[src/rtl/ostms_pkg.sv]
// shared types and constants for the object slot table
`default_nettype none
package ostms_pkg;

  localparam int WORD_BITS = 64;
  localparam int FREED_W   = 42;
  localparam int COUNT_W   = 11;

  // operation codes
  localparam logic [2:0] OP_INSERT = 3'd0;
  localparam logic [2:0] OP_REMOVE = 3'd1;
  localparam logic [2:0] OP_LOOKUP = 3'd2;
  localparam logic [2:0] OP_MARK   = 3'd3;
  localparam logic [2:0] OP_CLEAR  = 3'd4;
  localparam logic [2:0] OP_SWEEP  = 3'd5;

  // status codes
  localparam logic [1:0] ST_OK       = 2'd0;
  localparam logic [1:0] ST_FULL     = 2'd1;
  localparam logic [1:0] ST_NOT_LIVE = 2'd2;
  localparam logic [1:0] ST_ZERO     = 2'd3;

  typedef struct packed {
    logic [2:0]  operation;
    logic [9:0]  slot;
    logic [63:0] obj_addr;
    logic [31:0] size_bytes;
    logic [15:0] type_id;
    logic        generation;
  } in_t;

  typedef struct packed {
    logic [1:0]         status;
    logic [9:0]         slot_out;
    logic [63:0]        addr_out;
    logic [31:0]        size_out;
    logic [15:0]        type_out;
    logic               generation_out;
    logic               marked_out;
    logic [FREED_W-1:0] freed_bytes;
    logic [COUNT_W-1:0] live_count;
    logic [COUNT_W-1:0] peak_count;
  } out_t;

  // record word: address, size and mark bit kept together
  typedef struct packed {
    logic [63:0] addr;
    logic [31:0] size;
    logic        mark;
  } rec_t;

  // type and generation, written only by insert
  typedef struct packed {
    logic [15:0] type_id;
    logic        generation;
  } tg_t;

endpackage
`default_nettype wire

[src/rtl/ostms_ffs.sv]
// lowest set bit finder over one free-map word
`default_nettype none
module ostms_ffs (
  input  wire logic [ostms_pkg::WORD_BITS-1:0]          word,
  output logic                                          found,
  output logic [$clog2(ostms_pkg::WORD_BITS)-1:0]       pos
);
  import ostms_pkg::*;

  // scan from the top so the lowest set bit wins
  always_comb begin
    found = |word;
    pos   = '0;
    for (int b = WORD_BITS - 1; b >= 0; b--) begin
      if (word[b]) begin
        pos = b[$clog2(WORD_BITS)-1:0];
      end
    end
  end
endmodule
`default_nettype wire
[config.mk]
export PLATFORM = sky130hd
export DESIGN_NAME = ostms_ffs
export DESIGN_NICKNAME = d
export VERILOG_FILES = /design/src/rtl/ostms_pkg.sv /design/src/rtl/ostms_ffs.sv
export SDC_FILE = /design/constraint.sdc
export NUM_CORES = 1
export LEC_CHECK = 0
export ABC_AREA = 0
export ABC_CLOCK_PERIOD_IN_PS = 2020
export BUFFER_PORTS_ARGS = -buffer_cell sky130_fd_sc_hd__buf_2
export CAP_MARGIN = 20
export CORE_AREA = 5 5 47 57
export DETAILED_ROUTE_END_ITERATION = 12
export DIE_AREA = 0 0 52 62
export PLACE_DENSITY = 0.87
export SETUP_SLACK_MARGIN = 0.15
export SYNTH_ARGS = -nofsm -noshare
export SYNTH_HDL_FRONTEND = slang
export SYNTH_SLANG_ARGS = --single-unit
export TNS_END_PERCENT = 5
[constraint.sdc]
create_clock -name vclk -period 2.02
set_clock_uncertainty 0.05 [all_clocks]
set_input_delay 0.101 -clock vclk [all_inputs]
set_output_delay 0.101 -clock vclk [all_outputs]
set_load 0.03 [all_outputs]
== After elaboration in Yosys (flattened, before gate mapping) ==
Index checks and enable logic that the tools add are counted.
W data, S select, Z words.

* Register bits after elaboration: 0
* Input port bits: 64
* Word-level logic and storage cells: 65

* Multiplexer cells: 64
* Reduce and logical (&&, ||, !) cells: 1

{| class="wikitable"
|+ Operators with widths
! cell !! count
|-
| $mux W6 || 64
|-
| $reduce_or A64 Y1 || 1
|}

== Longest topological paths before layout ==
* Depth after elaboration: 64
* Depth in mapped cells: 5
* Mapped depth without buffers: 5

== Worst setup path before layout ==
OpenSTA, ideal clock, no wires.

* Kind: in2out
* Start point: in word[15] (netlist name)
* End point: out pos[5] (netlist name)
* Arrival time: 1.894 ns
* Data required time: 1.869 ns
* Setup slack: -0.025 ns
* Cell stages on the path: 4
* Path through: or4_4 > nor2b_2 > nand3_1 > nor4_1

* Cells in the longest elaborated chain, start to end: 16

{| class="wikitable"
|+ Ends and longest elaborated chain
! what !! RTL line !! text
|-
| from (decl) || ostms_ffs.sv:4 || <nowiki>input wire logic [ostms_pkg::WORD_BITS-1:0] word,</nowiki>
|-
| $mux W6 (16 in series) || ostms_ffs.sv:15 || <nowiki>if (word[b]) begin</nowiki>
|-
| to (decl) || ostms_ffs.sv:6 || <nowiki>output logic [$clog2(ostms_pkg::WORD_BITS)-1:0] pos</nowiki>
|}

Every way passes these cells.

== Worst setup path in the final report ==
* Start point: in word[62] (netlist name)
* End point: out found

* Cells in the longest elaborated chain, start to end: 1

{| class="wikitable"
|+ Ends and longest elaborated chain
! what !! RTL line !! text
|-
| $reduce_or A64 Y1 || ostms_ffs.sv:12 || <nowiki>found = |word;</nowiki>
|-
| to (decl) || ostms_ffs.sv:5 || <nowiki>output logic found,</nowiki>
|}

Every way passes these cells.

==> results by group <==
Layout
  • Clock buffer cells: 0
  • Layout area overhead: 45.0%
  • Layout net count: 282
  • Antenna Cells: 0
  • Commonest non-fill, non-tap cells in the layout: 71 x buf_2, 19 x nor2_1, 15 x nor4_1
  • Fin cells: 246
  • Layout cells sized above 1: 37.0%
  • Filler cells: 219
  • Seq_cells: 0
  • Seq. cell area: 0 µm²
  • Layout Utilization: 62.8%
  • Leading cell type in the layout, fill and taps excluded: buf_2

Routing
  • Vias per cell: 5.79
  • First-pass DRT Iterations: 4
  • Via count: 1425
  • Drc violations: 0
  • Wirelength per Cell: 12.5 µm
  • DRT iter0 DRCs: 30
  • Post-DRT Antenna Nets: 0
  • Post-Route WL: 3080 µm

Synthesis
  • Synth cell types: 40
  • Mux contribution to synthesized area: 0%
  • Post-synthesis cell count: 145
  • Post-synthesis adder-cell area fraction: 0%
  • Syn_nets: 209
  • Synthesized cell area: 887 µm²
  • Syn avg cell area: 6.12 µm²
  • Yosys top cell by area: nor4_1
  • XOR/XNOR share of the synthesized area: 0%
  • Main combinational cell family by area after synthesis: simple AND/OR/NAND/NOR gates
  • Top post-synthesis cells by area: nor4_1 11%, nor2_1 8.0%, nor3_1 6.8%
  • Top cell type's share of synthesized area: 11.3%
  • Complex-gate fraction of the synthesized area: 36.4%
  • Seq/Total Area, Yosys: 0%
  • Post-synthesis simple-gate area fraction: 59.4%
  • Ys Warns: 0

STA
  • Worst-margin pin slew: 0.508 ns
  • Fmax: 570 MHz
  • Final setup violation count: 0
  • Post-route minimum period: 1.75 ns
  • Setup TNS: 0 ns
  • Count of pins over their slew limit: 0
  • RSZ-0062 raised after global routing: no
  • Final period utilization: 86.8%
  • WHS: 0.576 ns
  • Final Hold Vio Count: 0
  • Max transition margin: 65.8%

GRT
  • Total grt overflow: 0
  • Global-route wire length before repair: 4850 µm
  • Gr usage total: 18.6%
  • Initial antenna violation count: 0
  • Number of global-route vias before repair: 1284
  • Largest net degree at the start of global routing: 6

Outcome
  • Status: complete, no violations

Die
  • Die Wd: 52 µm
  • I/O pin count: 71
  • Effective utilization at floorplan: 43.3%
  • Core Area: 0.00205 mm²
  • Floorplan row count: 18
  • Die height: 62 µm
  • Die area: 0.00322 mm²

Setup path
  • CP Capture Type: output port
  • Worst EP arrival: 1.60 ns
  • Crit path kind: in2out
  • Startpoint Class: input pin
  • Max FO, Critical Path: 3
  • Critical Path RT: 1.87 ns

Placed design
  • Placed Cells: 246
  • # port buffers: 71
  • RePlAce Congestion: 0.895
  • DP HPWL: 2780 µm

Clocking
  • CTS resizes: 0
  • Post-CTS Setup Bufs: 0
  • Hold Buf Count CTS: 0

Min path
  • Hold Crit Start: word[1]
  • Hold crit path type: in2out
  • Hold Path Sink: pos[3]
  • Hold Path Depth: 5

Pwr
  • Pwr dens: 149 mW/mm²
  • Worst vdd ir: 0.112 mV
  • Leakage: 0.528 nW

Job
  • Max Cap Viol: 0
cells in the mapped netlist:
cell,instances
o31a_1,1
o41ai_1,1
nor2b_2,1
nor4_1,16
nor2_1,19
a221oi_1,1
o21bai_1,3
o211ai_1,4
a31oi_1,2
a21oi_1,10
a21boi_0,1
nor2b_1,4
and2_1,1
a211oi_1,2
o21ai_1,1
or2_0,1
nor4_4,2
nor3_1,12
o31ai_1,3
nand2b_1,4
or4_4,2
o211a_1,1
nor2_2,1
a2111oi_0,1
inv_1,10
a21boi_1,2
nand3_2,1
and3_1,1
o21ai_0,6
nand3_1,6
or3_1,3
o311ai_0,1
o311a_1,1
o311ai_1,2
nand3b_1,1
nand2_1,9
nor4b_4,1
o2111ai_1,1
o21a_1,3
or4_1,3
critical path: stages:
cell and delay [ns]:
buf_2 0.11, or4_4 0.54, nor4b_4 0.28, nand3_2 0.14
nor2_2 0.16, nand3b_1 0.09, buf_2 0.18
layout make-up:
class,count,area [µm²],area share (%)
Inverter,10,37.5,2.92
Multi-Input combinational cell,135,856,66.5
Tap cell,30,37.5,2.92
Timing Repair Buffer,71,355,27.6
how the worst max path moves through the flow:
stage	start	to	slack [ns]	cells past startpoint
after floorplan	word[12]	pos[0]	0.23	4
after global placement	word[15]	pos[2]	0.29	7
after detailed placement	word[62]	found	0.23	7
after CTS	word[62]	found	0.22	7
after global routing	word[62]	found	0.19	7
final	word[62]	found	0.27	7
layer usage:
| layer | track usage, % | vias to the layer above | wire [µm] |
|---|---|---|---|
| li1 | - | 726 | - |
| met1 | 21.5 | 636 | 1250 |
| met2 | 38.1 | 61 | 1570 |
| met3 | 0.955 | 2 | 250 |
| met4 | 1.87 | 0 | 14 |
| met5 | 0 | - | 0 |
cells by family (layout without fill, tap and decap cells):
| group | Yosys count | count (layout) |
|---|---|---|
| compound gates | 47 | 47 |
| buf+inv | 10 | 81 |
| simple gates | 88 | 88 |
power by group:
group          switching, W  total (W)  leakage (nW)  internal [W]
combinational      0.000106   0.000191         0.528     0.0000850
clock                     0          0             0             0
sequential                0          0             0             0
total              0.000106   0.000191         0.528     0.0000850
through the flow:
step	worst slack, ns	total power [W]	area (µm²)
3_3_place_gp	0.294	0.000187	1290
4_1_cts	0.223	0.000191	1290
2_1_floorplan	0.230	0.0000705	893
6_report	0.267	0.000191	1290
3_5_place_dp	0.228	0.000190	1290
5_1_grt	0.192	0.000213	1290
(Power assumes the default switching activity.)
