$ cat config.mk
export PLATFORM = sky130hd
export DESIGN_NAME = ostms_ram
export DESIGN_NICKNAME = d
export VERILOG_FILES = /design/src/rtl/ostms_ram.sv
export SDC_FILE = /design/constraint.sdc
export NUM_CORES = 1
export LEC_CHECK = 0
export ABC_AREA = 1
export BUFFER_PORTS_ARGS = -buffer_cell sky130_fd_sc_hd__buf_2
export CORE_ASPECT_RATIO = 0.8
export CORE_MARGIN = 2
export CORE_UTILIZATION = 32
export DETAILED_ROUTE_END_ITERATION = 8
export GPL_TIMING_DRIVEN = 0
export PLACE_DENSITY = 0.5
export SKIP_CTS_REPAIR_TIMING = 1
export SYNTH_ARGS = -nofsm -noshare
export SYNTH_HDL_FRONTEND = slang
export SYNTH_SLANG_ARGS = --single-unit
$ cat constraint.sdc
create_clock -name clk -period 3.15 [get_ports clk]
set_input_delay 0.4725 -clock clk [delete_from_list [all_inputs] [get_ports clk]]
set_output_delay 0.4725 -clock clk [all_outputs]
set_load 0.005 [all_outputs]
$ cat src/rtl/ostms_ram.sv
// generic single-port ram with registered read
`default_nettype none
module ostms_ram #(
  parameter int WIDTH = 8,
  parameter int DEPTH = 64
) (
  input  wire logic                                  clk,
  input  wire logic                                  we,
  input  wire logic [(DEPTH > 1 ? $clog2(DEPTH) : 1)-1:0] addr,
  input  wire logic [WIDTH-1:0]                      wdata,
  output logic [WIDTH-1:0]                           rdata
);
  logic [WIDTH-1:0] mem [DEPTH];

  // write port and registered read
  always_ff @(posedge clk) begin
    if (we) begin
      mem[addr] <= wdata;
    end
    rdata <= mem[addr];
  end
endmodule
`default_nettype wire

==> Word-level counts from Yosys, hierarchy flattened <==
Memory sizes are Yosys's and may differ from the RTL's. A register that Yosys moved wholly into a read port is not among the register bits.
Index checks and enable logic that the tools add are counted.
{ "totals": {"in_bits": 16, "n_memories": 1, "register_bits": 0, "elab_cells": 3, "mem_bits_rw": 512} }
{ "classes": {"mux": 2} }
{ "mem_list": {"columns": ["memory", "depth", "word_bits", "read_ports", "rd_ports_with_merged_regs", "write_ports", "line_no", "source"], "rows": [
  ["mem", 64, 8, 1, 1, 1, "13", "logic [WIDTH-1:0] mem [DEPTH];"]
]} }
{ "op_table": {"columns": ["op", "count"], "rows": [
  ["$mux 1", 2]
]} }

==> Longest topological paths before layout <==
Gate-level depths: netlist of the first run.
{ "depth": {"depth_word": 2, "mapped_depth": 13} }

==> Worst setup path after synthesis of the first run <==
Ideal clock, no wire load.
{ "synth_path": {"kind": "input -> register", "from": "input port addr[3] (netlist bit)", "to": "memory mem[41][0], enable pin", "setup_ns": 0.395, "required_time_ns": 2.755, "arrival_time_ns": 2.046, "cell_stages": 5, "path_buffers": 1, "slack_ns": 0.709, "cell_sequence": "buf_2 -> inv_2 -> nor3_2 -> inv_2 -> nor4_1"} }
{ "synth_lines": {"columns": ["item", "line_no", "source"], "rows": [
  ["start: declaration", "9", "input wire logic [(DEPTH > 1 ? $clog2(DEPTH) : 1)-1:0] addr,"],
  ["end: declaration", "13", null]
]} }
No word-level cell before the write port.

==> Worst setup path in the final report of the first run <==
{ "layout_path": {"from": "input port addr[1] (netlist bit)", "to": "memory mem[17][2], enable pin"} }
No word-level cell before the write port.

==> summary.txt, run 1 <==
Status: complete, but fails checks
Failing checks: setup timing
Yosys warnings: 0
Antenna Nets Post-Route: 0
Placer Congestion: 0.8942
Synth Area in Compound Gates: 0.3292%
Vias in the first global route: 14.58k
TNS Setup: -3.447 ns
Die area: 71020 um^2
Worst vdd ir: 370.1 uV
Clk_lat worst skew: 0.61 ns
Initial drt markers: 1580
CTS tree: built
Largest net degree at the start of global routing: 65
LEAKAGE: 0.01030 uW
Synth top area cells: edfxtp_1, nand2_1, nor2_1, buf_2, buf_6
Total power per unit cell area: 602.2 nW/um^2
Adder and majority cell fraction of the synthesized area: 0%
Synth Area per Inst: 10.17 um^2
Fin crit share: 104.1%
IO Port Bufs: 18
Cts bufs inserted: 53
Clk slew on worst S/H paths: 0.06 ns
Synthesis-stage register bit count: 520
Setup WS pre-CTS: -0.5638 ns
Routed via count: 15.20k
Die X: 297.5 um
Count of final setup violators: 62
Worst Skew: 0.03093 ns
Count of cell types in the netlist: 22
Mapped Cells: 2167
Final core occ: 36.64%
Post-place instance area: 23350 um^2
Site Rows: 86
Worst-Margin Slew: 1.283 ns
Syn Nets: 2183
Slew Limit Headroom: 14.47%
DR DRC count: 0
Initial core utilization: 32.16%
Final Worst Setup Slack: -0.1282 ns
Post-Route WL: 68580 um
CP required: 3.37 ns
Clk root buf: clkbuf_16
Ratio of cells with drive above 1 in the final layout: 8.698%
Worst-path fanout max: 9
Multiplexer share of the synthesized area: 0%
Max_cap viols: 0
Core Region: 68540 um^2
Post-synth top area cell: edfxtp_1
Clk sinks: 520
Post-Synth XOR/XNOR Area: 0%
Vias per cell: 4.731
P&R area growth vs syn: 13.93%
Crit end category: flip-flop
RSZ-0062 raised after global routing: true
Combinational family with the most area after synthesis: simple AND/OR/NAND/NOR gates
CTS max path bufs: 3
Drt first pass iters: 6
Mapped cell area: 22040 um^2
Final Slew Violations: 0
Simple-gate share of the synthesized area: 26.05%
CP Launch Type: input pin
N_diodes: 0
WP data arrival: 3.50 ns
Post-route cell area: 25120 um^2
Tmin final: 3.278 ns
Post-synthesis sequential area ratio: 70.47%
Final HPWL DP: 45540 um
Hold crit path type: in -> reg
Pwr Total: 15120 uW
Crit path kind: in -> reg
WL/cell: 21.35 um
I/O pins: 24
Top cell type's share of synthesized area: 69.74%
GRT overflow: 0
Hold Fails Final Rpt: 0
GRT Util Overall: 19.30%
Htree depth: 2
Highest clock rate: 0.3050 GHz
First-pass GRT wire length: 98810 um
Initial antenna violation count: 0
Final Net Count: 2259
Die height: 238.8 um
==> layout make-up <==
type | instances | area, um^2
Tap cell | 924 | 1156
Multi-Input combinational cell | 1516 | 5834
Inverter | 30 | 112.6
Clock buffer | 63 | 1406
Timing Repair Buffer | 21 | 137.6
Sequential cell | 520 | 15530
Fill cell | 6864 | 43430
Buffer | 101 | 583.1
Clock inverter | 37 | 350.3
==> kinds of logic after synthesis <==
kind of cell	count (synthesis)
flops	520
compound gates	12
simple gates	1504
buf+inv	131
==> metrics by stage <==
stage,hold slack [ns],instances
after floorplan,0.5714,2167
after global placement,0.7557,3109
after detailed placement,0.7690,3112
after CTS,0.4259,3212
after global routing,0.4748,3212
final,0.4716,3212
==> layer usage <==
metal / track usage, % / vias to the layer above / part of all wire, %
li1: - / 7175 / -
met4: 4.653 / 0 / 2.1
met1: 28.58 / 7326 / 47
met5: 0 / - / 0
met3: 4.598 / 91 / 9.1
met2: 28.41 / 605 / 42
==> power by group <==
group	switching, uW	leakage (uW)	internal, uW	total (uW)
combinational	803	0.00477	233	1040
sequential	12.7	0.00467	7660	7670
clock	2730	0.000852	3690	6410
==> flip-flops by register name, summed over array words and instances (netlist names) <==
| name | cells |
|---|---|
| mem | 512 |
| rdata | 8 |
==> cells in the final DEF (no fill, tap or decap) <==
master / instances
buf_2: 65
or2_2: 3
o211ai_1: 5
bufinv_16: 6
buf_1: 4
buf_6: 15
clkinv_4: 3
clkbuf_1: 31
o21ai_0: 1
inv_1: 25
buf_12: 1
inv_6: 1
clkbuf_16: 55
nor2_1: 84
nor2_2: 5
o21ai_1: 6
inv_2: 4
buf_4: 14
or2_1: 3
nand4_1: 2
clkinvlp_4: 5
nor3_2: 8
dfxtp_1: 8
clkinv_1: 11
nand2_1: 1384
nor4_2: 2
edfxtp_1: 512
nand3_1: 13
clkinv_2: 12
==> Yosys cell counts (all sizes together) <==
| cell type | instances |
|---|---|
| inv | 29 |
| dfxtp | 8 |
| nor4 | 2 |
| nor2 | 89 |
| nand2 | 1384 |
| nor3 | 8 |
| edfxtp | 512 |
| o211ai | 5 |
| nand4 | 2 |
| clkbuf | 23 |
| clkinv | 1 |
| nand3 | 13 |
| or2 | 6 |
| buf | 78 |
| o21ai | 7 |
==> worst max-delay path, cell delays in order <==
cell	delay (ns)
buf_2	0.21
nor2_1	0.73
nand3_1	0.90
nor2_1	1.16
==> worst paths after layout <==
path / to / from / cells after the start / slack, ns
setup / recovery: mem[17][2] / addr[1] / 4 / -0.13
hold / removal: mem[40][7] / we / 3 / 0.47
setup reg to reg: rdata[2] / mem[40][2] / 10 / 1.51
hold reg to reg: rdata[6] / mem[20][6] / 6 / 0.82
(Power assumes the default switching activity.)
==> run 2, diff against run 1 <==
--- a/config.mk
+++ b/config.mk
@@ -9,10 +9,10 @@
 export BUFFER_PORTS_ARGS = -buffer_cell sky130_fd_sc_hd__buf_2
 export CORE_ASPECT_RATIO = 0.8
 export CORE_MARGIN = 2
-export CORE_UTILIZATION = 32
+export CORE_UTILIZATION = 60
 export DETAILED_ROUTE_END_ITERATION = 8
 export GPL_TIMING_DRIVEN = 0
-export PLACE_DENSITY = 0.5
+export PLACE_DENSITY = 0.8
 export SKIP_CTS_REPAIR_TIMING = 1
 export SYNTH_ARGS = -nofsm -noshare
 export SYNTH_HDL_FRONTEND = slang
==> run 2 against run 1 <==
Net effect: global-route usage increased by 12 points; critical path depth grew 1; sequential cell count did not move; die area is 46% lower; clock power fell by 13%; final cell count decreased by 15%; maximum frequency is 5.0% higher; the run now ends clean; worst hold slack gained 0.050 ns; routed wire length fell by 13%.
==> summary.txt, run 2 (synthesis results as in run 1) <==
Status: finished, final reports clean
Final Slew Violations: 0 (unchanged)
Hold Fails Final Rpt: 0 (unchanged)
Clk sinks: 520 (unchanged)
Max_cap viols: 0 (unchanged)
Clk_lat worst skew: 0.58 ns (-0.03 ns)
Worst Skew: 0.01451 ns (-0.01642 ns)
Most frequent cells in the layout: nand2_1, edfxtp_1, nor2_1
IO Port Bufs: 18 (unchanged)
Final HPWL DP: 38510 um (-15%)
GRT overflow: 0 (unchanged)
CTS max path bufs: 3 (unchanged)
CP Launch Type: input pin
LEAKAGE: 0.01013 uW (-1.6%)
Slew Limit Headroom: 3.830% (-11 points)
Tmin final: 3.121 ns (-0.1568 ns)
Core Region: 36070 um^2 (-47%)
CTS tree: built
Layout Cells excl Fill: 2746 (-15%)
Most common cell after layout, fill and taps aside: nand2_1
Crit end category: flip-flop
Sequential Power Share: 53.9% (+3.2 points)
Largest net degree at the start of global routing: 65 (unchanged)
RSZ-0062 raised after global routing: false
Vias per cell: 5.788 (+22%)
Vias in the first global route: 14.98k (+2.8%)
Site Rows: 62 (-28%)
Hold crit path type: in -> reg
Cell total after placement: 2666 (-14%)
Crit path kind: in -> reg
Clk root buf: clkbuf_16
I/O pins: 24 (unchanged)
Top flop regs: mem x512, rdata x8
CP required: 3.35 ns (-0.02 ns)
Clk pwr share: 39.3% (-3.1 points)
Clk slew on worst S/H paths: 0.06 ns (about the same)
Cell-internal power: 11060 uW (-4.5%)
Initial core utilization: 61.11% (+29 points)
Worst-Margin Slew: 1.443 ns (+0.1596 ns)
Die area: 38300 um^2 (-46%)
Fillers: 2610 (-62%)
Sw power: 3191 uW (-10%)
Post-place instance area: 22760 um^2 (-2.5%)
N_diodes: 0 (unchanged)
First-pass GRT wire length: 87700 um (-11%)
Biggest register: mem
P&R area growth vs syn: 9.825%
DR DRC count: 0 (unchanged)
Pwr Total: 14250 uW (-5.8%)
WL/cell: 21.63 um (+1.3%)
Total power per unit cell area: 588.5 nW/um^2 (-2.3%)
Initial drt markers: 2490 (+58%)
Drt first pass iters: 8 (+2)
GRT Util Overall: 31.68% (+12 points)
Cts bufs inserted: 48 (-9.4%)
Fin crit share: 99.09% (-5.0 points)
Hold_ws: 0.5216 ns (+0.05000 ns)
Sw Ratio: 22.39% (-1.0 points)
Final Net Count: 2252 (-0.31%)
Count of final setup violators: 0 (-100%)
Worst-path fanout max: 10 (+1)
Highest clock rate: 0.3204 GHz (+5.0%)
Comb pwr share: 6.8% (about the same)
Placer Congestion: 0.9533 (+6.6%)
Post-Route WL: 59380 um (-13%)
Die X: 218.3 um (-27%)
Worst vdd ir: 551.4 uV (+49%)
Antenna Nets Post-Route: 0 (unchanged)
Routed via count: 15.89k (+4.6%)
Max FFs per register: 512 (unchanged)
Die height: 175.4 um (-27%)
WP data arrival: 3.32 ns (-0.18 ns)
Ratio of cells with drive above 1 in the final layout: 7.458% (-1.2 points)
Htree depth: 2 (unchanged)
Initial antenna violation count: 0 (unchanged)
TNS Setup: 0 ns (+3.447 ns)
Post-route cell area: 24210 um^2 (-3.6%)
-- run 2: cell count changes in the layout (fill, tap and decap cells not counted), sizes merged --
cell      change
clkinv       -15
clkbuf        +2
bufinv        -2
inv           -1
clkinvlp      -4
buf           -2
-- run 2: stage by stage --
stage          util [%]  worst slack, ns
2_1_floorplan         -           0.7089
3_3_place_gp      63.03          -0.3127
3_5_place_dp      63.08          -0.3159
4_1_cts           67.12           0.2577
5_1_grt           67.12          0.02836
6_report          67.12          0.02859
-- run 2: power by group through the flow --
stage,clock (uW),sequential (uW),combinational [uW]
after floorplan,0,7820,523
after global placement,0,7820,904
after detailed placement,0,7830,927
after CTS,5570,7680,935
after global routing,5820,7680,1040
final,5600,7680,969
-- run 2: worst paths after layout --
path / endpoint / slack, ns / cells after the start / startpoint
worst max-delay path: mem[63][3] / 0.03 / 5 / addr[2]
worst min-delay path: mem[41][7] / 0.52 / 3 / we
worst max register to register: rdata[6] / 1.68 / 7 / mem[16][6]
worst min register to register: rdata[6] / 0.81 / 6 / mem[31][6]
-- run 2: layout make-up --
type | count | area (um^2) | area share, %
sequential | 520 | 15530 | 64.17
clock inverter | 15 | 168.9 | 0.6977
inverter | 30 | 112.6 | 0.4651
buffer | 101 | 583.1 | 2.408
tap | 480 | 600.6 | 2.481
multi-input combinational | 1516 | 5827 | 24.07
timing repair buffer | 19 | 97.59 | 0.4031
clock buffer | 65 | 1286 | 5.313
-- run 2: worst max-delay path: stages --
cell	delay, ns
buf_2	0.15
buf_2	0.31
buf_1	0.53
nand4_1	0.74
nor2_1	1.11
-- run 2: layer usage --
| layer | vias up | track usage [%] | wire length (um) |
|---|---|---|---|
| met2 | 1075 | 47.82 | 26270 |
| li1 | 7151 | - | - |
| met4 | 0 | 11.31 | 2236 |
| met3 | 191 | 7.481 | 8175 |
| met5 | - | 0 | 0 |
| met1 | 7476 | 45.60 | 22700 |
==> run 3, diff against run 2 <==
--- a/config.mk
+++ b/config.mk
@@ -12,7 +12,8 @@
 export CORE_UTILIZATION = 60
 export DETAILED_ROUTE_END_ITERATION = 8
 export GPL_TIMING_DRIVEN = 0
-export PLACE_DENSITY = 0.8
+export PLACE_DENSITY = 0.74
+export SETUP_SLACK_MARGIN = 0.15
 export SKIP_CTS_REPAIR_TIMING = 1
 export SYNTH_ARGS = -nofsm -noshare
 export SYNTH_HDL_FRONTEND = slang
==> run 3 against run 2 <==
Net effect: final area about the same; combinational power about the same; die area unchanged; setup slack improved by 0.057 ns; first-iteration DRC count decreased by 15%; register-to-register slack improved by 0.06 ns; critical path depth unchanged; maximum frequency increased by 1.9%; largest power group unchanged; sequential cell count unchanged.
==> summary.txt, run 3 (synthesis results as in run 1) <==
GRT Util Overall: 31.43% (-0.25 points)
Worst vdd ir: 563.7 uV (+2.2%)
Worst-path fanout max: 10 (unchanged)
TNS Setup: 0 ns (unchanged)
First-pass GRT wire length: 86630 um (-1.2%)
Final HPWL DP: 39110 um (+1.6%)
Max FFs per register: 512 (unchanged)
Cell total after placement: 2667 (+0.038%)
Initial antenna violation count: 1 (+1)
Initial core utilization: 61.11% (unchanged)
Clk slew on worst S/H paths: 0.06 ns (about the same)
Vias per cell: 5.576 (-3.7%)
Comb pwr share: 6.9% (about the same)
Tmin final: 3.064 ns (-0.05712 ns)
Crit path kind: in -> reg
Most frequent cells in the layout: nand2_1, edfxtp_1, nor2_1
Sw power: 3217 uW (+0.82%)
CTS tree: built
Most common cell after layout, fill and taps aside: nand2_1
Status: finished, final reports clean
Worst Skew: 0.01786 ns (+0.003348 ns)
Ratio of cells with drive above 1 in the final layout: 7.835% (+0.38 points)
Hold Fails Final Rpt: 0 (unchanged)
Antenna Nets Post-Route: 0 (unchanged)
Layout Cells excl Fill: 2752 (+0.22%)
P&R area growth vs syn: 9.791% (about the same)
Cell-internal power: 10900 uW (-1.4%)
GRT overflow: 0 (unchanged)
Post-Route WL: 59000 um (-0.64%)
Total power per unit cell area: 583.3 nW/um^2 (-0.88%)
DR DRC count: 0 (unchanged)
Multi-input logic area: 5827 um^2 (unchanged)
Crit end category: flip-flop
Clk pwr share: 38.8% (-0.5 points)
Pwr Total: 14120 uW (-0.91%)
Sequential Power Share: 54.4% (+0.5 points)
Storage element area: 15530 um^2 (unchanged)
Site Rows: 62 (unchanged)
Clk_lat worst skew: 0.58 ns (about the same)
Biggest register: mem
WL/cell: 21.44 um (-0.86%)
Placer Congestion: 0.9362 (-1.8%)
Final Net Count: 2254 (+0.089%)
Max_cap viols: 0 (unchanged)
Die X: 218.3 um (unchanged)
Sw Ratio: 22.79% (+0.39 points)
Drt first pass iters: 7 (-1)
Htree depth: 2 (unchanged)
LEAKAGE: 0.01014 uW (+0.15%)
WP data arrival: 3.25 ns (-0.07 ns)
Slew Limit Headroom: 5.851% (+2.0 points)
RSZ-0062 raised after global routing: false
N_diodes: 0 (unchanged)
Hold crit path type: in -> reg
Core Region: 36070 um^2 (unchanged)
CP Launch Type: input pin
Fin crit share: 97.28% (-1.8 points)
Final Slew Violations: 0 (unchanged)
Worst-Margin Slew: 1.412 ns (-0.03031 ns)
IO Port Bufs: 18 (unchanged)
Fillers: 2800 (+7.3%)
Routed via count: 15.35k (-3.4%)
I/O pins: 24 (unchanged)
Initial drt markers: 2122 (-15%)
Die area: 38300 um^2 (unchanged)
Die height: 175.4 um (unchanged)
Vias in the first global route: 14.17k (-5.4%)
Cts bufs inserted: 49 (+2.1%)
CP required: 3.33 ns (-0.02 ns)
Highest clock rate: 0.3263 GHz (+1.9%)
Clk sinks: 520 (unchanged)
Largest net degree at the start of global routing: 65 (unchanged)
Top flop regs: mem x512, rdata x8
Clk root buf: clkbuf_16
Count of final setup violators: 0 (unchanged)
CTS max path bufs: 3 (unchanged)
run 3: worst max-delay path: stages:
cell and delay, ns:
buf_2 0.16, buf_2 0.29, buf_1 0.54, nand4_1 0.76, nor2_1 1.01
run 3: stage by stage:
step                hold slack (ns)  util (%)  setup WS, ns  cell area, um^2
floorplan                    0.5714         -        0.7089            22040
global placement             0.7602     63.03       -0.2495            22740
detailed placement           0.7611     63.10       -0.2448            22760
CTS                          0.5047     67.09        0.3350            24200
global route                 0.5464     67.10        0.1751            24200
finish                       0.5238     67.10       0.08571            24200
run 3: cell type report:
class | count | area share, %
clock buffer | 60 | 5.237
sequential | 520 | 64.19
buffer | 101 | 2.409
timing repair buffer | 20 | 0.4446
tap | 480 | 2.481
clock inverter | 25 | 0.7031
multi-input combinational | 1516 | 24.07
inverter | 30 | 0.4653
run 3: power by group through the flow:
| stage | Sequential [uW] | Combinational [uW] | Clock, uW |
|---|---|---|---|
| floorplan | 7820 | 523 | 0 |
| global route | 7680 | 1050 | 5740 |
| finish | 7680 | 968 | 5470 |
| CTS | 7680 | 947 | 5480 |
| global placement | 7820 | 924 | 0 |
| detailed placement | 7820 | 941 | 0 |
run 3: final timing paths:
| check | start | to | slack (ns) | cells after the start |
|---|---|---|---|---|
| hold / removal | wdata[4] | mem[47][4] | 0.52 | 1 |
| setup reg to reg | mem[16][6] | rdata[6] | 1.74 | 7 |
| setup / recovery | addr[2] | mem[63][4] | 0.09 | 5 |
| hold reg to reg | mem[31][6] | rdata[6] | 0.80 | 6 |
run 3: metal layers:
layer	GRT usage [%]	vias to the layer above	wire, um
met2	47.22	823	25980
li1	-	7157	-
met3	7.567	136	6705
met5	0	-	0
met4	10.88	0	2035
met1	45.44	7230	24280
